## config.mk

```make
export PLATFORM = sky130hd
export DESIGN_NAME = sha256_stream_hasher
export DESIGN_NICKNAME = d
export VERILOG_FILES = /design/src/sv/sha256_pkg.sv /design/src/sv/sha256_core.sv /design/src/sv/sha256_stream_hasher.sv
export SDC_FILE = /design/constraint.sdc
export NUM_CORES = 2
export LEC_CHECK = 0
export CORE_UTILIZATION = 50
export CTS_CLUSTER_DIAMETER = 30
export DETAILED_ROUTE_END_ITERATION = 8
export DONT_BUFFER_PORTS = 1
export GPL_ROUTABILITY_DRIVEN = 1
export PLACE_DENSITY = 0.68
export SETUP_SLACK_MARGIN = 0.15
export SYNTH_ARGS = -nofsm -noshare
export SYNTH_HDL_FRONTEND = slang
export SYNTH_SLANG_ARGS = --single-unit
export TNS_END_PERCENT = 5
```

## constraint.sdc

```tcl
create_clock -name i_clk -period 14.6 [get_ports i_clk]
set_input_delay 0.73 -clock i_clk [delete_from_list [all_inputs] [get_ports i_clk]]
set_output_delay 0.73 -clock i_clk [all_outputs]
set_load 0.01 [all_outputs]
```

## src/sv/sha256_pkg.sv

```systemverilog
// SHA-256 stream hasher: shared types, constants and round functions.
// Depends on nothing; imported by every module of the block.
package sha256_pkg;

    typedef struct packed {
        logic [7:0] data_byte;
        logic       byte_present;
        logic       end_of_message;
    } t_in_beat;

    typedef struct packed {
        logic [31:0] digest_word;
        logic [2:0]  word_index;
        logic        last_word;
    } t_out_beat;

    typedef enum logic [2:0] {
        ST_IDLE,
        ST_LOAD,
        ST_ROUND,
        ST_FOLD,
        ST_PAD,
        ST_EMIT
    } t_state;

    typedef struct packed {
        logic start;
        logic busy;
        logic done;
    } t_core_ctl;

    localparam logic [7:0] PAD_BYTE = 8'h80;

    localparam logic [31:0] ROUND_K [64] = '{
        32'h428a2f98, 32'h71374491, 32'hb5c0fbcf, 32'he9b5dba5,
        32'h3956c25b, 32'h59f111f1, 32'h923f82a4, 32'hab1c5ed5,
        32'hd807aa98, 32'h12835b01, 32'h243185be, 32'h550c7dc3,
        32'h72be5d74, 32'h80deb1fe, 32'h9bdc06a7, 32'hc19bf174,
        32'he49b69c1, 32'hefbe4786, 32'h0fc19dc6, 32'h240ca1cc,
        32'h2de92c6f, 32'h4a7484aa, 32'h5cb0a9dc, 32'h76f988da,
        32'h983e5152, 32'ha831c66d, 32'hb00327c8, 32'hbf597fc7,
        32'hc6e00bf3, 32'hd5a79147, 32'h06ca6351, 32'h14292967,
        32'h27b70a85, 32'h2e1b2138, 32'h4d2c6dfc, 32'h53380d13,
        32'h650a7354, 32'h766a0abb, 32'h81c2c92e, 32'h92722c85,
        32'ha2bfe8a1, 32'ha81a664b, 32'hc24b8b70, 32'hc76c51a3,
        32'hd192e819, 32'hd6990624, 32'hf40e3585, 32'h106aa070,
        32'h19a4c116, 32'h1e376c08, 32'h2748774c, 32'h34b0bcb5,
        32'h391c0cb3, 32'h4ed8aa4a, 32'h5b9cca4f, 32'h682e6ff3,
        32'h748f82ee, 32'h78a5636f, 32'h84c87814, 32'h8cc70208,
        32'h90befffa, 32'ha4506ceb, 32'hbef9a3f7, 32'hc67178f2
    };

    localparam logic [31:0] INIT_HASH [8] = '{
        32'h6a09e667, 32'hbb67ae85, 32'h3c6ef372, 32'ha54ff53a,
        32'h510e527f, 32'h9b05688c, 32'h1f83d9ab, 32'h5be0cd19
    };

    function automatic logic [31:0] ror32(input logic [31:0] x, input int n);
        return (x >> n) | (x << (32 - n));
    endfunction

    function automatic logic [31:0] sig0(input logic [31:0] x);
        return ror32(x, 7) ^ ror32(x, 18) ^ (x >> 3);
    endfunction

    function automatic logic [31:0] sig1(input logic [31:0] x);
        return ror32(x, 17) ^ ror32(x, 19) ^ (x >> 10);
    endfunction

    function automatic logic [31:0] big_sig0(input logic [31:0] x);
        return ror32(x, 2) ^ ror32(x, 13) ^ ror32(x, 22);
    endfunction

    function automatic logic [31:0] big_sig1(input logic [31:0] x);
        return ror32(x, 6) ^ ror32(x, 11) ^ ror32(x, 25);
    endfunction

endpackage

```

## src/sv/sha256_core.sv

```systemverilog
// SHA-256 compression: one round per cycle on a shared round unit.
// Takes a 16-word block through a shift window. Depends on sha256_pkg.
module sha256_core (
    input  logic                  i_clk,
    input  logic                  i_rst_n,
    input  logic                  i_start,
    input  logic                  i_init,
    input  logic [31:0]           i_block_word,
    input  logic                  i_word_valid,
    output sha256_pkg::t_core_ctl o_ctl,
    input  logic [2:0]            i_rd_index,
    output logic [31:0]           o_rd_word
);
    import sha256_pkg::*;

    logic [31:0] r_w [16];
    logic [31:0] r_v [8];
    logic [31:0] r_h [8];
    logic [6:0]  r_round;
    logic        r_busy;
    logic        r_done;

    logic [31:0] w_t;
    logic [31:0] t1;
    logic [31:0] t2;

    always_comb begin
        if (r_round < 7'd16) begin
            w_t = r_w[0];
        end else begin
            w_t = sig1(r_w[14]) + r_w[9] + sig0(r_w[1]) + r_w[0];
        end
        t1 = r_v[7] + big_sig1(r_v[4]) + ((r_v[4] & r_v[5]) ^ (~r_v[4] & r_v[6]))
            + ROUND_K[r_round[5:0]] + w_t;
        t2 = big_sig0(r_v[0]) + ((r_v[0] & r_v[1]) ^ (r_v[0] & r_v[2]) ^ (r_v[1] & r_v[2]));
    end

    always_ff @(posedge i_clk) begin
        if (!i_rst_n) begin
            r_busy  <= 1'b0;
            r_done  <= 1'b0;
            r_round <= '0;
            for (int k = 0; k < 8; k++) r_h[k] <= INIT_HASH[k];
        end else begin
            r_done <= 1'b0;
            if (i_init) begin
                for (int k = 0; k < 8; k++) r_h[k] <= INIT_HASH[k];
            end
            if (i_word_valid) begin
                for (int k = 0; k < 15; k++) r_w[k] <= r_w[k+1];
                r_w[15] <= i_block_word;
            end
            if (i_start) begin
                r_busy  <= 1'b1;
                r_round <= '0;
                for (int k = 0; k < 8; k++) r_v[k] <= r_h[k];
            end else if (r_busy) begin
                if (r_round == 7'd64) begin
                    for (int k = 0; k < 8; k++) r_h[k] <= r_h[k] + r_v[k];
                    r_busy <= 1'b0;
                    r_done <= 1'b1;
                end else begin
                    for (int k = 0; k < 15; k++) r_w[k] <= r_w[k+1];
                    r_w[15] <= w_t;
                    r_v[7] <= r_v[6];
                    r_v[6] <= r_v[5];
                    r_v[5] <= r_v[4];
                    r_v[4] <= r_v[3] + t1;
                    r_v[3] <= r_v[2];
                    r_v[2] <= r_v[1];
                    r_v[1] <= r_v[0];
                    r_v[0] <= t1 + t2;
                    r_round <= r_round + 7'd1;
                end
            end
        end
    end

    assign o_ctl     = '{start: i_start, busy: r_busy, done: r_done};
    assign o_rd_word = r_h[i_rd_index];

endmodule

```

## src/sv/sha256_stream_hasher.sv

```systemverilog
// SHA-256 stream hasher top level: byte packing, padding sequencer, digest output.
// Depends on sha256_pkg and sha256_core.
//
// One byte is taken per beat and packed into 32-bit words that shift straight into
// the round unit's window. Each full 64-byte block is compressed in the single
// shared round unit (64 rounds and a fold into the chaining words), during which
// input is refused with o_stall high. At end of message the words still missing
// from the block are fed one a cycle (up to 16 words a block); ST_LOAD launches the
// compression and ST_FOLD waits for it, for each of the one or two padding blocks;
// then the eight digest words leave one per accepted output beat, H0 first.
module sha256_stream_hasher (
    input  logic                  i_clk,
    input  logic                  i_rst_n,
    input  logic                  i_valid,
    output logic                  o_stall,
    input  sha256_pkg::t_in_beat  i_data,
    output logic                  o_valid,
    input  logic                  i_stall,
    output sha256_pkg::t_out_beat o_data
);
    import sha256_pkg::*;

    t_state      r_state, n_state;
    logic [5:0]  r_fill;
    logic [60:0] r_total;
    logic [31:0] r_word;
    logic        r_end;
    logic        r_second;
    logic [3:0]  r_pad_idx;
    logic [2:0]  r_out_idx;

    t_core_ctl   core_ctl;
    logic        core_start;
    logic        core_init;
    logic        word_valid;
    logic [31:0] word_in;
    logic [31:0] rd_word;
    logic        accept;
    logic        extra_block;
    logic [63:0] bit_len;
    logic [3:0]  pad_word;
    logic [1:0]  pad_byte;
    logic [5:0]  pos;
    logic [31:0] pad_val;
    logic [31:0] part_word;
    logic [5:0]  fill_after;

    assign accept  = i_valid && !o_stall;
    assign bit_len = {r_total, 3'b000};
    assign extra_block = (r_fill > 6'd55);
    assign fill_after  = r_fill + {5'd0, i_data.byte_present};

    // Padding word builder over the partial word still in r_word.
    always_comb begin
        pad_word  = r_fill[5:2];
        pad_byte  = r_fill[1:0];
        part_word = r_word << {3'd4 - {1'b0, pad_byte}, 3'b000};
        pad_val   = '0;
        for (int b = 0; b < 4; b++) begin
            pos = {r_pad_idx, 2'(b)};
            if (!r_second && r_pad_idx < pad_word) begin
                pad_val[31-8*b -: 8] = 8'h00;
            end else if (!r_second && r_pad_idx == pad_word && 2'(b) < pad_byte) begin
                pad_val[31-8*b -: 8] = part_word[31-8*b -: 8];
            end else if (!r_second && pos == r_fill) begin
                pad_val[31-8*b -: 8] = PAD_BYTE;
            end else begin
                pad_val[31-8*b -: 8] = 8'h00;
            end
        end
        if (!r_second && r_pad_idx < pad_word) pad_val = 32'h0;
        if (!(extra_block && !r_second)) begin
            if (r_pad_idx == 4'd14) pad_val = bit_len[63:32];
            if (r_pad_idx == 4'd15) pad_val = bit_len[31:0];
        end
    end

    always_comb begin
        n_state = r_state;
        unique case (r_state)
            ST_IDLE: begin
                if (accept) begin
                    if (i_data.byte_present && r_fill == 6'd63) n_state = ST_ROUND;
                    else if (i_data.end_of_message) n_state = ST_PAD;
                end
            end
            ST_LOAD:  n_state = ST_FOLD;
            ST_ROUND: if (core_ctl.done) n_state = r_end ? ST_PAD : ST_IDLE;
            ST_PAD: begin
                if (r_pad_idx == 4'd15) n_state = ST_LOAD;
            end
            ST_FOLD: if (core_ctl.done) n_state = (extra_block && !r_second) ? ST_PAD : ST_EMIT;
            ST_EMIT: if (!i_stall && r_out_idx == 3'd7) n_state = ST_IDLE;
            default: n_state = ST_IDLE;
        endcase
    end

    always_comb begin
        o_stall    = (r_state != ST_IDLE);
        o_valid    = (r_state == ST_EMIT);
        word_valid = 1'b0;
        word_in    = pad_val;
        core_start = 1'b0;
        core_init  = 1'b0;
        unique case (r_state)
            ST_IDLE: begin
                if (accept && i_data.byte_present && r_fill[1:0] == 2'd3) begin
                    word_valid = 1'b1;
                    word_in    = {r_word[23:0], i_data.data_byte};
                end
                core_start = accept && i_data.byte_present && r_fill == 6'd63;
            end
            ST_PAD:  word_valid = 1'b1;
            ST_LOAD: core_start = 1'b1;
            ST_EMIT: core_init = !i_stall && r_out_idx == 3'd7;
            default: ;
        endcase
    end

    always_ff @(posedge i_clk) begin
        if (!i_rst_n) begin
            r_state   <= ST_IDLE;
            r_fill    <= '0;
            r_total   <= '0;
            r_end     <= 1'b0;
            r_second  <= 1'b0;
            r_pad_idx <= '0;
            r_out_idx <= '0;
        end else begin
            r_state <= n_state;
            unique case (r_state)
                ST_IDLE: begin
                    if (accept) begin
                        r_end <= i_data.end_of_message;
                        if (i_data.byte_present) begin
                            r_word  <= {r_word[23:0], i_data.data_byte};
                            r_fill  <= r_fill + 6'd1;
                            r_total <= r_total + 61'd1;
                        end
                        r_pad_idx <= fill_after[5:2];
                        r_second  <= 1'b0;
                    end
                end
                ST_PAD: r_pad_idx <= r_pad_idx + 4'd1;
                ST_ROUND: begin
                    if (core_ctl.done) r_pad_idx <= '0;
                end
                ST_FOLD: begin
                    if (core_ctl.done) begin
                        r_pad_idx <= '0;
                        if (extra_block && !r_second) r_second <= 1'b1;
                        r_out_idx <= '0;
                    end
                end
                ST_EMIT: begin
                    if (!i_stall) begin
                        r_out_idx <= r_out_idx + 3'd1;
                        if (r_out_idx == 3'd7) begin
                            r_fill  <= '0;
                            r_total <= '0;
                            r_end   <= 1'b0;
                        end
                    end
                end
                default: ;
            endcase
        end
    end

    sha256_core u_core (
        .i_clk        (i_clk),
        .i_rst_n      (i_rst_n),
        .i_start      (core_start),
        .i_init       (core_init),
        .i_block_word (word_in),
        .i_word_valid (word_valid),
        .o_ctl        (core_ctl),
        .i_rd_index   (r_out_idx),
        .o_rd_word    (rd_word)
    );

    assign o_data = '{digest_word: rd_word, word_index: r_out_idx,
                      last_word: (r_out_idx == 3'd7)};

endmodule
```

==> results.py <==
metrics = {
    "status": {
        "outcome": "finished, final reports clean",
    },
    "sta": {
        "slew_headroom": 0.158,
        "worstMarginPinSlew_ns": 1.25,
        "final.period_utilization": 0.800,
        "finalSetupViolations": 0,
        "hold_viol": 0,
        "fmax_mhz": 85.6,
        "period_needed_ns": 11.68,
        "fin_setup_tns_ns": 0,
        "slew_viol_final": 0,
        "rsz0062_at_grt": "false",
        "clock_skew_ns": 0.0827,
    },
    "synth": {
        "synth_cell_types": 83,
        "synth_cells": 6642,
        "synth_fa_ha_area_frac": 0.131,
        "ys_ff_latch": 1147,
        "synth_edf_count": 1024,
        "ys_seq_area_frac": 0.469,
        "synthMuxAreaShare": 0.0361,
        "synth_xor_area_frac": 0.0785,
        "ys_async_sr_fraction": 0,
        "synth_fp_nets": 7268,
        "synth_top_family_by_area": "compound AO/OA/AOI/OAI gates",
        "ys_warn_count": 0,
        "synthFlopType": "edfxtp_1",
        "synth_simple_gate_area_frac": 0.116,
        "synth_area_per_cell_um2": 10.7,
        "syn-cell-area_um2": 70900,
        "synth-compound-area-share": 0.135,
    },
    "hold_path": {
        "hp-class": "in -> reg",
        "hold_end": "u_core.r_h[0][31]$_SDFFE_PP0P_",
        "min-delay-start": "i_rst_n",
        "hold_path_depth": 1,
    },
    "route": {
        "wl_met3_um": 21100,
        "met1_length_um": 93900,
        "dr.pass1.iters": 6,
        "drt-vias-per-instance": 6.09,
        "drt-total-wl_um": 226000,
        "drt_iter0_markers": 5584,
        "drtAntennaViolNets": 0,
        "post_drt_wl_per_cell_um": 25.6,
        "met2_length_um": 100000,
        "dr_total_vias": 53500,
        "drcViolationCount": 0,
        "top_layer_used": "met5",
    },
    "critical_path": {
        "worst-r2r-setup-slack_ns": 2.92,
        "slowest_delay_ns": 0.54,
        "worstPathArrival_ns": 12.26,
        "worstSetupStartpointType": "flip-flop",
        "cp-end-kind": "flip-flop",
        "worstPathMaxFanout": 7,
        "crit_path_top_delay_cell": "fa_1",
        "cp_common_cell": "fa_1",
        "ff2ff_path_depth": 45,
        "cp_data_required_time_ns": 15.18,
        "rr_startpoint": "u_core.r_w[0][40]$_DFFE_PP_",
        "reg2reg_to": "u_core.r_v[0][31]$_DFFE_PP_",
        "critPathKind": "reg -> reg",
    },
    "placement": {
        "gp_congestion": 1.02,
        "io_buffers": 0,
        "hpwl_um": 164000,
    },
    "floorplan": {
        "io_pins": 52,
        "die_w_um": 378,
        "std_cell_rows": 137,
        "die-area_um2": 143000,
        "fp.dieH_um": 378,
        "initial_core_util": 0.506,
        "core_area_um2": 140000,
    },
    "clock_network": {
        "cts-resized-gates": 0,
        "numCtsBuffers": 282,
        "cts.sinks": 1147,
        "cts_root_buf": "clkbuf_16",
        "insertion_delay_ns": 0.91,
        "cts_tree": "built",
        "post_cts_buffers": 0,
        "path_clk_slew_ns": 0.06,
        "ctsHoldBuffers": 12,
        "htreeDepth": 5,
        "clock_path_buffers": 4,
    },
    "cells_and_area": {
        "n_fill_cell": 11600,
        "nets": 7344,
        "drive_gt1_frac": 0.0941,
        "area_growth_pct": 15.8,
    },
    "grt": {
        "grt-ovfl-total": 0,
        "grtUsageTotal": 0.315,
        "grt_max_degree": 205,
        "grt_pass1_vias": 52100,
        "grt_pass1_wl_um": 334000,
        "antenna_found_initial": 8,
    },
    "run": {
        "drv_cap": 0,
    },
}
==> layout by cell type, fill, tap and decap left out, drive strengths merged, types with 26 or more instances in the layout <==
master	count
a31oi	33
nor2b	52
inv	378
ha	417
nor3	62
o211ai	55
clkbuf	334
or3	36
o21bai	54
a22oi	38
xnor2	381
and3	57
nor2	399
nand3	79
mux4	66
mux2i	69
xor2	254
nand2b	73
a21oi	410
edfxtp	1024
o31ai	26
o21ai	381
a211oi	62
a21o	173
bufinv	31
o21a	51
fa	195
o22ai	26
a221oi	30
nand4	32
dfxtp	123
clkinv	87
buf	68
mux2	34
nand2	1032
==> worst max-delay path by stage <==
stage	startpoint	end	slack [ns]	cells past startpoint
2_1_floorplan	u_core.r_w[0][40]$_DFFE_PP_	u_core.r_v[0][31]$_DFFE_PP_	4.97	46
3_3_place_gp	u_core.r_w[0][40]$_DFFE_PP_	u_core.r_v[0][31]$_DFFE_PP_	3.25	46
3_5_place_dp	u_core.r_w[0][40]$_DFFE_PP_	u_core.r_v[0][31]$_DFFE_PP_	3.18	45
4_1_cts	u_core.r_w[0][40]$_DFFE_PP_	u_core.r_v[0][31]$_DFFE_PP_	3.13	46
5_1_grt	u_core.r_w[0][40]$_DFFE_PP_	u_core.r_v[0][31]$_DFFE_PP_	2.26	46
6_report	u_core.r_w[0][40]$_DFFE_PP_	u_core.r_v[0][31]$_DFFE_PP_	2.92	45
==> state kept, by name, indices dropped and copies added, names as in the netlist, named ones only <==
signal	cells
u_core.r_done	1
u_core.r_v	256
r_total	61
r_second	1
u_core.r_h	256
r_pad_idx	4
r_state	3
r_word	32
u_core.r_round	7
r_out_idx	3
u_core.r_w	512
r_end	1
r_fill	6
u_core.r_busy	1
==> worst max-delay path, delay by kind of cell, from the launching register on <==
| kind | cells | cell delay [ns] |
|---|---|---|
| adders and majority gates | 9 | 3.91 |
| DFF | 1 | 0.49 |
| and+or+nand+nor | 7 | 0.96 |
| buffers and inverters | 5 | 0.28 |
| xor gates and xnor gates | 6 | 1.29 |
| AOI/OAI and AO/OA | 18 | 4.43 |
==> logic make-up after synthesis <==
group | Yosys count
AOI/OAI and AO/OA | 1508
xor gates and xnor gates | 635
adders and majority gates | 630
buffers and inverters | 653
DFF | 1147
muxes | 169
and+or+nand+nor | 1900
==> metal layers <==
layer / up-vias / track usage
met1: 26400 / 0.432
met4: 12 / 0.137
li1: 24000 / -
met3: 533 / 0.0701
met5: - / 0
met2: 2571 / 0.479
==> cell usage after synthesis, types with 18 or more instances <==
master    number  area share
nand2b_1      73      0.0064
nand2_1     1031       0.055
nor2_1       398       0.021
mux2i_1       69      0.0097
a22oi_1       38      0.0040
maj3_1        18      0.0025
inv_1        363       0.019
a31oi_1       33      0.0029
o211ai_1      55      0.0058
a211oi_1      62      0.0066
nand3_1       79      0.0056
or2_2         20      0.0018
and2_1        20      0.0018
mux4_2        66       0.021
fa_1         195       0.055
ha_1         417       0.074
o21bai_1      54      0.0057
and3_1        57      0.0050
a221oi_1      29      0.0036
or3_1         36      0.0032
mux2_2        34      0.0054
xnor2_1      381       0.047
o22ai_1       26      0.0023
o31ai_1       26      0.0028
dfxtp_1      123       0.035
a21o_1       173       0.018
nor3_1        62      0.0044
o311ai_0      18      0.0022
edfxtp_1    1024        0.43
buf_1         40      0.0021
nand4_1       32      0.0028
nor2b_1       52      0.0046
a21oi_1      408       0.029
o21a_1        51      0.0054
xor2_1       254       0.031
clkbuf_1     247       0.013
o21ai_0      379       0.027
==> through the flow <==
step | cell area [µm²] | worst slack (ns) | util | hold WS, ns | std cells
5_1_grt | 82100 | 2.26 | 0.586 | 0.0310 | 8793
3_5_place_dp | 72800 | 3.18 | 0.520 | 0.405 | 8298
6_report | 82100 | 2.92 | 0.586 | 0.0455 | 8797
2_1_floorplan | 70900 | 4.97 | - | 0.400 | 6642
3_3_place_gp | 72800 | 3.25 | 0.520 | 0.400 | 8298
4_1_cts | 82100 | 3.13 | 0.586 | 0.00312 | 8793
==> layout make-up <==
class	count	area, µm²	share of cell area
antenna	4	10.0	0.000122
clock buffer	334	7540	0.0919
sequential	1147	33200	0.405
inverter	365	1380	0.0167
multi-input combinational	4842	35300	0.430
tap	1876	2350	0.0286
timing repair buffer	80	643	0.00783
clock inverter	149	1660	0.0203
Power is not shown: default switching activity piles up to over one toggle a cycle in this logic, so the estimate is an artifact.
